--- src/hw/rtl/cbe_pkg.sv ---
// Package for the cubic Bezier easing block: fixed-point constants and helpers.
// Depends on nothing; used by cbe_divider and cubic_bezier_easing.
package cbe_pkg;

   localparam int unsigned MaxIterationsDefault = 10;
   localparam logic signed [31:0] Q28One = 32'sh1000_0000;
   localparam logic signed [31:0] DerivMin = 32'sd256;
   localparam logic signed [31:0] SatMax = 32'sh7FFF_FFFF;
   localparam logic signed [31:0] SatMin = -32'sh7FFF_FFFF - 32'sd1;

   // Register indexes
   localparam logic [1:0] RegCtrl1X = 2'd0;
   localparam logic [1:0] RegCtrl1Y = 2'd1;
   localparam logic [1:0] RegCtrl2X = 2'd2;
   localparam logic [1:0] RegCtrl2Y = 2'd3;

   // Saturate a 66-bit value to 32 bits
   function automatic logic signed [31:0] sat32(input logic signed [65:0] v);
      logic signed [31:0] r;
      if (v > 66'(SatMax)) r = SatMax;
      else if (v < 66'(SatMin)) r = SatMin;
      else r = v[31:0];
      return r;
   endfunction

   // Q2.14 to Q4.28
   function automatic logic signed [31:0] to_q28(input logic signed [15:0] v);
      return {{2{v[15]}}, v, 14'd0};
   endfunction

endpackage

--- src/hw/rtl/cbe_divider.sv ---
// Restoring divider: trunc(num * 2^28 / den), saturated to 32 bits, one bit a cycle.
// Depends on cbe_pkg.
module cbe_divider (
   input  logic               clock,
   input  logic               reset,
   input  logic               start,
   input  logic signed [31:0] num,
   input  logic signed [31:0] den,
   output logic               done,
   output logic signed [31:0] quot
);

   // |num| * 2^28 < 2^60, quotient up to 60 bits
   logic [59:0] dividend_ff, dividend_in;
   logic [59:0] q_ff, q_in;
   logic [31:0] rem_ff, rem_in;
   logic [31:0] den_ff, den_in;
   logic        neg_ff, neg_in;
   logic [5:0]  cnt_ff, cnt_in;
   logic        run_ff, run_in;
   logic        done_ff, done_in;
   logic [32:0] trial;
   logic [31:0] abs_num;
   logic [31:0] abs_den;
   logic signed [61:0] sq;

   assign abs_num = num[31] ? 32'(-num) : num;
   assign abs_den = den[31] ? 32'(-den) : den;
   assign trial = {rem_ff, dividend_ff[59]} - {1'b0, den_ff};

   // one quotient bit per cycle
   always_comb begin
      dividend_in = dividend_ff;
      q_in = q_ff;
      rem_in = rem_ff;
      den_in = den_ff;
      neg_in = neg_ff;
      cnt_in = cnt_ff;
      run_in = run_ff;
      done_in = 1'b0;
      if (start) begin
         dividend_in = {abs_num[31:0], 28'd0};
         q_in = '0;
         rem_in = '0;
         den_in = abs_den;
         neg_in = num[31] ^ den[31];
         cnt_in = 6'd60;
         run_in = 1'b1;
      end else if (run_ff) begin
         dividend_in = {dividend_ff[58:0], 1'b0};
         if (!trial[32]) begin
            rem_in = trial[31:0];
            q_in = {q_ff[58:0], 1'b1};
         end else begin
            rem_in = {rem_ff[30:0], dividend_ff[59]};
            q_in = {q_ff[58:0], 1'b0};
         end
         cnt_in = cnt_ff - 6'd1;
         if (cnt_ff == 6'd1) begin
            run_in = 1'b0;
            done_in = 1'b1;
         end
      end
   end

   always_ff @(posedge clock) begin
      dividend_ff <= dividend_in;
      q_ff <= q_in;
      rem_ff <= rem_in;
      den_ff <= den_in;
      neg_ff <= neg_in;
      cnt_ff <= cnt_in;
      if (reset) begin
         run_ff <= 1'b0;
         done_ff <= 1'b0;
      end else begin
         run_ff <= run_in;
         done_ff <= done_in;
      end
   end

   assign sq = neg_ff ? -$signed({2'b00, q_ff}) : $signed({2'b00, q_ff});
   assign quot = cbe_pkg::sat32(66'(sq));
   assign done = done_ff;

endmodule

--- config.mk ---
export PLATFORM = sky130hd
export DESIGN_NAME = cbe_divider
export DESIGN_NICKNAME = d
export VERILOG_FILES = /design/src/hw/rtl/cbe_pkg.sv /design/src/hw/rtl/cbe_divider.sv
export SDC_FILE = /design/constraint.sdc
export NUM_CORES = 1
export LEC_CHECK = 0
export CAP_MARGIN = 20
export CORE_AREA = 2 2 173 141
export DETAILED_ROUTE_END_ITERATION = 12
export DIE_AREA = 0 0 175 143
export DONT_BUFFER_PORTS = 1
export MAX_ROUTING_LAYER = met4
export PLACE_DENSITY_LB_ADDON = 0.3
export SYNTH_ARGS = -nofsm -noshare
export SYNTH_HDL_FRONTEND = slang
export SYNTH_SLANG_ARGS = --single-unit
export TNS_END_PERCENT = 100
--- constraint.sdc ---
create_clock -name clock -period 8.2 [get_ports clock]
set_input_delay 2.46 -clock clock [delete_from_list [all_inputs] [get_ports clock]]
set_output_delay 2.46 -clock clock [all_outputs]
set_load 0.02 [all_outputs]
==> results by group, run 1 <==
Floorplan
  – Top Ports: 100
  – Die Wd: about 180 um
  – Initial Util: 49.6%
  – Die height: about 140 um
  – Core box area: roughly 23000 sq um
  – Area of the die: around 25000 sq um
  – Rows: 50

Worst setup path
  – Required @ worst endpoint: between 5000 and 6000 ps
  – Cells along the critical path: or4_4 -> nand4bb_4 -> or3_1 -> or3_4 -> o31a_1 -> or3_1 -> a2111oi_2 -> a41o_2 -> o221ai_1
  – Slowest stage delay, CP: approximately 700 ps
  – Critical Path AT: roughly 5000 ps
  – Type of origin of the critical path: flop
  – Kind of critical path: flop to output pin
  – Worst setup EP type: output pin
  – Worst path slowest cell: or3_1
  – CP most frequent cell: or3_1
  – CP max FO: 31

Final layout
  – Fillers: between 2000 and 2500
  – Fin util: 52.7%
  – Post-route cell area: about 12000 sq um
  – Share of layout cells above drive strength 1: 6.07%
  – ANT cells: 0
  – Register Area: just under 4000 sq um
  – Area growth syn-to-layout: 6.28%
  – Layout Nets: between 1000 and 1500
  – Multi-input logic area: approximately 7000 sq um

Global route
  – Number of global-route vias before repair: slightly below 9000
  – Initial antenna violation count: 0
  – Global-route total usage across every layer: 22.4%
  – Largest net degree at the start of global routing: roughly 190
  – Grt ovf: 0
  – First-pass GRT wire length: between 40 and 50 mm

Power and ir drop
  – Comb pwr share: between 20% and 30%
  – Psw: ~920 uW
  – Pwr dens: 207 nW/um^2
  – Reg power frac: between 30% and 40%
  – Peak VDD IR: 0.169 mV
  – Clk pwr share: 32.7%
  – Pint: approximately 1.6 mW
  – Switching share of power: 36.6%
  – Total leakage power: 4.62 nW

Run status
  – Status: finished clean

Detailed routing
  – Drt drc: 0
  – Vias per Instance: ~6.0
  – DR WL/cell: 16.8 um
  – Drt initial violations: 720
  – DR vias: 9630
  – Drt total wl: roughly 27 mm
  – Drt pass-1 iters: 5
  – Final ANT Viol Nets: 0

Synth
  – Synthesized area per cell: about 8.6 sq um
  – Cell count after synthesis: between 1000 and 1500
  – Top_reg_cell synth: dfxtp_1
  – Asr flop ratio synth: 0%
  – Number of enable flip-flop cells after synthesis: 65
  – Synthesized area: about 12000 sq um
  – Synthesis Warnings: 0
  – Netlist cell types: 73
  – FF+latch count, synth: approximately 170
  – Net count after synthesis: around 1400
  – Register area share after synthesis: between 30% and 40%

Clock network
  – CTS buffer count: 17
  – # Post-CTS Setup Buffers: 0
  – CTS hold repair buffers: 0
  – Htree depth: 4
  – Skew-Pair Late Insertion Delay: ~440 ps
  – Root buffer cell: clkbuf_16
  – Clock sinks: about 170
  – Clock buffer depth: 2
  – CTS resizes: 0
  – CTS tree: yes
  – Clock-pin slew on the worst setup and hold paths: about 70 ps

Timing
  – Post-layout min period: between 7000 and 8000 ps
  – Worst Hold Slack: between 400 and 500 ps
  – RSZ-0062 raised after global routing: false
  – Fin Clk Skew: approximately 13 ps
  – Fin. Hold Viols: 0
  – Setup ws final: approximately 760 ps
  – Final Cycle Share: 90.8%
  – Setup violators final: 0
  – Setup Total Neg Slack: 0 ps
  – Max-slew violation count: 0
  – Worst slew margin: between 30% and 40%
  – Worst-Margin Slew: 914 ps
  – Fmax: between 100 and 150 MHz

Placement
  – Number of port buffers: 0
  – Setup slack after placement: around 1300 ps
  – Post-Place Cell Area: between 10000 and 15000 sq um
  – Placed wire-length estimate: approximately 19 mm
  – Routability cong.: around 0.9

Run
  – Max Cap Viol: 0

Hold path
  – Hold Path Class: flop to flop
==> cells in the mapped netlist (23+ instances only) <==
cell type | instances | share of area [%]
o21ai_0 | 55 | 2.4
nor3_1 | 25 | 1.1
o221ai_1 | 26 | 2.0
o31ai_1 | 32 | 2.1
nand2_1 | 108 | 3.5
nand3_1 | 23 | 1.0
xor2_1 | 75 | 5.7
inv_1 | 54 | 1.8
mux2i_1 | 63 | 5.5
ha_1 | 37 | 4.0
clkbuf_1 | 78 | 2.5
a311oi_1 | 25 | 1.9
edfxtp_1 | 65 | 17
xnor2_1 | 60 | 4.6
dfxtp_1 | 100 | 17
nor2_1 | 162 | 5.3
a21oi_1 | 62 | 2.7
or4_1 | 49 | 3.2
==> final cells by class <==
class / count / share of cell area, %
Multi-Input combinational cell: 1026 / 57.2
Sequential cell: 165 / 32.3
Clock buffer: 18 / 3.68
Tap cell: 312 / 3.19
Inverter: 54 / 1.66
Clock inverter: 14 / 1.45
Timing Repair Buffer: 8 / 0.522
==> per-layer routing <==
metal | vias to the layer above | wire length, um | GRT usage [%]
li1 | 4823 | - | -
met1 | 4532 | 13400 | 31.6
met2 | 245 | 11500 | 32.0
met3 | 30 | 1650 | 5.14
met4 | 0 | 348 | 6.18
met5 | - | 0 | -
==> state kept, by name, indices dropped and copies added (netlist names) <==
signal / cells
q_ff: 60
den_ff: 32
dividend_ff: 32
rem_ff: 32
cnt_ff: 6
done: 1
neg_ff: 1
run_ff: 1
==> placed cells by master (no fill, tap or decap), types with 25 or more instances in the layout <==
cell	synthesis	layout
a21oi_1	62	61
a311oi_1	25	25
dfxtp_1	100	99
edfxtp_1	65	65
ha_1	37	37
inv_1	54	54
mux2i_1	63	63
nand2_1	108	108
nor2_1	162	162
nor3_1	25	25
o21ai_0	55	55
o221ai_1	26	26
o31ai_1	32	32
or4_1	49	49
xnor2_1	60	59
xor2_1	75	74
==> cells by family after synthesis <==
| group | after synthesis | share of synthesized area (%) |
|---|---|---|
| simple gates | 474 | 20.7 |
| compound gates | 313 | 19.5 |
| flops | 165 | 34.3 |
| buf+inv | 153 | 5.23 |
| xor+xnor | 135 | 10.3 |
| mux | 66 | 5.77 |
| fa+ha+maj | 38 | 4.20 |
==> stage by stage <==
| step | total power, mW | cells |
|---|---|---|
| 3_3_place_gp | 1.70 | 1564 |
| 4_1_cts | 2.55 | 1596 |
| 6_report | 2.53 | 1597 |
| 3_5_place_dp | 1.71 | 1564 |
| 5_1_grt | 2.66 | 1597 |
| 2_1_floorplan | 1.62 | 1344 |
==> power by group through the flow <==
stage | clock, mW | combinational, mW | sequential, mW
2_1_floorplan | 0 | 0.666 | 0.953
3_3_place_gp | 0 | 0.733 | 0.969
3_5_place_dp | 0 | 0.739 | 0.971
4_1_cts | 0.849 | 0.743 | 0.953
5_1_grt | 0.880 | 0.819 | 0.960
6_report | 0.826 | 0.748 | 0.953
==> path summary, 6_finish.rpt <==
| check | from | end | slack [ps] | cells after the start |
|---|---|---|---|---|
| max | q_ff[11] | quot[7] | 760 | 9 |
| min | cnt_ff[1] | cnt_ff[1] | 500 | 2 |
| max reg2reg | den_ff[0] | rem_ff[19] | 3490 | 11 |
| min reg2reg | cnt_ff[1] | cnt_ff[1] | 500 | 2 |
==> worst max-delay path: cells and delay by family (launching register included) <==
family          cells  cell delay [ps]
simple gates        5             2430
compound gates      4             1720
flops               1              380
(Power assumes the default switching activity.)
==> inputs of run 2 (changes only) <==
==> constraint.sdc (replaced) <==
create_clock -name clock -period 7.8 [get_ports clock]
set_input_delay 2.34 -clock clock [delete_from_list [all_inputs] [get_ports clock]]
set_output_delay 2.34 -clock clock [all_outputs]
set_load 0.02 [all_outputs]
==> results by group, run 2 (synthesized netlist as in run 1, its figures left out) <==
Run status
  – Status: finished clean

Clock network
  – # Post-CTS Setup Buffers: 0 (unchanged)
  – CTS resizes: 0 (unchanged)
  – Clock sinks: 165 (unchanged)
  – Clock-pin slew on the worst setup and hold paths: 80 ps (about the same)
  – Root buffer cell: clkbuf_16
  – Clock buffer depth: 2 (unchanged)
  – Htree depth: 4 (unchanged)
  – CTS buffer count: 17 (unchanged)
  – CTS hold repair buffers: 0 (unchanged)
  – Skew-Pair Late Insertion Delay: 450 ps (about the same)
  – CTS tree: yes

Timing
  – Final Cycle Share: between 90% and 100%
  – Setup violators final: 0 (unchanged)
  – Post-layout min period: around 7300 ps
  – Fin. Hold Viols: 0 (unchanged)
  – Fin Clk Skew: 19.3 ps (+6.36 ps)
  – Setup ws final: 518 ps (-238 ps)
  – Worst-Margin Slew: 1030 ps (+117 ps)
  – Fmax: about 140 MHz
  – Setup Total Neg Slack: 0 ps (unchanged)
  – RSZ-0062 raised after global routing: false
  – Max-slew violation count: 0 (unchanged)
  – Worst slew margin: 31.3% (-7.8 points)

Power and ir drop
  – Total leakage power: 4.62 nW (about the same)
  – Peak VDD IR: 0.158 mV (-6.6%)
  – Tot Pwr: 2.66 mW (+5.2%)
  – Pwr dens: 217 nW/um^2 (+5.1%)

Worst setup path
  – CP max FO: 31 (unchanged)
  – Kind of critical path: flop to output pin
  – Critical path startpoint: q_ff[5]
  – Bufs and invs on worst path: 0 (unchanged)
  – Required @ worst endpoint: 5460 ps (-280 ps)
  – Worst path slowest cell: or3_1
  – Instance count on the critical path: 9 (unchanged)
  – Cells on worst reg2reg path: 11 (unchanged)
  – Slowest stage delay, CP: 730 ps (+50 ps)
  – Reg2reg start: den_ff[0]
  – CP most frequent cell: or3_1
  – Flop-to-flop setup slack: 3170 ps (-320 ps)
  – R2r endpoint: rem_ff[19]
  – Crit path to: quot[16]
  – Critical Path AT: 4940 ps (-40 ps)
  – Worst setup EP type: output pin
  – Top delay family on crit path: simple AND/OR/NAND/NOR gates
  – Cells along the critical path: or3_4 -> or3_1 -> or3_1 -> or3_4 -> o31a_1 -> or3_1 -> a2111oi_2 -> a41o_2 -> o221ai_1
  – Type of origin of the critical path: flop

Placement
  – Number of port buffers: 0 (unchanged)
  – Post-Place Cell Area: 11600 sq um (unchanged)
  – Setup slack after placement: 1070 ps (-224 ps)
  – Routability cong.: 0.938 (+3.1%)
  – Placed wire-length estimate: 18.0 mm (-3.0%)

Global route
  – Global-route total usage across every layer: 22.0% (-0.39 points)
  – Number of global-route vias before repair: 8722 (-1.5%)
  – Grt ovf: 0 (unchanged)
  – Met2 usage: 31.5% (-0.44 points)
  – Met1 usage: 31.8% (+0.13 points)
  – Met3 global-route usage: 4.26% (-0.88 points)
  – Largest net degree at the start of global routing: 188 (unchanged)
  – First-pass GRT wire length: 44.0 mm (-1.3%)
  – Initial antenna violation count: 0 (unchanged)
  – Gr busiest metal: met1

Final layout
  – Area growth syn-to-layout: 6.31% (about the same)
  – Largest register FFs: 60 (unchanged)
  – ANT cells: 0 (unchanged)
  – Most common cell after layout, fill and taps aside: nor2_1
  – Fin util: 52.7% (about the same)
  – Reg with most FFs: q_ff
  – Post-route cell area: 12200 sq um (about the same)
  – Share of layout cells above drive strength 1: 6.07% (unchanged)
  – Layout Nets: 1377 (unchanged)
  – Most frequent cells in the layout: 162 x nor2_1, 108 x nand2_1, 99 x dfxtp_1

Detailed routing
  – DR vias: 9664 (+0.35%)
  – Drt initial violations: 760 (+5.6%)
  – Drt total wl: 26.7 mm (-0.44%)
  – Vias per Instance: 6.05 (+0.35%)
  – Drt drc: 0 (unchanged)
  – DR WL/cell: 16.7 um (-0.44%)
  – Final ANT Viol Nets: 0 (unchanged)
  – Drt pass-1 iters: 5 (unchanged)

Floorplan
  – Initial Util: 49.6% (unchanged)
  – Die height: 143 um (unchanged)
  – Die Wd: 175 um (unchanged)
  – Rows: 50 (unchanged)
  – Top Ports: 100 (unchanged)
  – Core box area: 23200 sq um (unchanged)
  – Area of the die: 25000 sq um (unchanged)

Run
  – Max Cap Viol: 0 (unchanged)

Hold path
  – Hold Path Class: flop to flop
  – Hold Crit Depth: 2 (unchanged)
-- run 2: layout make-up --
cell class,count,area [sq um]
Clock inverter,15,206
Multi-Input combinational cell,1026,6990
Clock buffer,17,425
Fill cell,2115,11000
Timing Repair Buffer,8,63.8
Sequential cell,165,3960
Inverter,54,203
Tap cell,312,390
-- run 2: worst min-delay path by stage --
| stage | from | to | slack [ps] |
|---|---|---|---|
| floorplan | cnt_ff[4] | cnt_ff[4] | 470 |
| global placement | rem_ff[13] | rem_ff[14] | 480 |
| detailed placement | rem_ff[23] | rem_ff[24] | 480 |
| CTS | rem_ff[22] | rem_ff[23] | 500 |
| global route | rem_ff[13] | rem_ff[13] | 520 |
| finish | rem_ff[8] | rem_ff[9] | 500 |
-- run 2: power breakdown --
| group | internal (mW) | switching, mW |
|---|---|---|
| Sequential | 0.962 | 0.0372 |
| Clock | 0.442 | 0.429 |
| Combinational | 0.267 | 0.520 |
| Total | 1.67 | 0.986 |
-- run 2: routing by layer --
metal | wire length, um | up-vias
li1 | - | 4820
met1 | 13400 | 4527
met2 | 11400 | 293
met3 | 1660 | 24
met4 | 272 | 0
met5 | 0 | -
-- run 2: stage by stage --
stage               cells  hold slack (ps)
global placement     1564              482
detailed placement   1564              483
global route         1597              520
CTS                  1596              499
finish               1597              496
floorplan            1344              466
-- run 2: tightest hold or removal path: stages (launching register included) --
cell	delay (ps)
dfxtp_1	330
nand2_1	60
a311oi_1	70
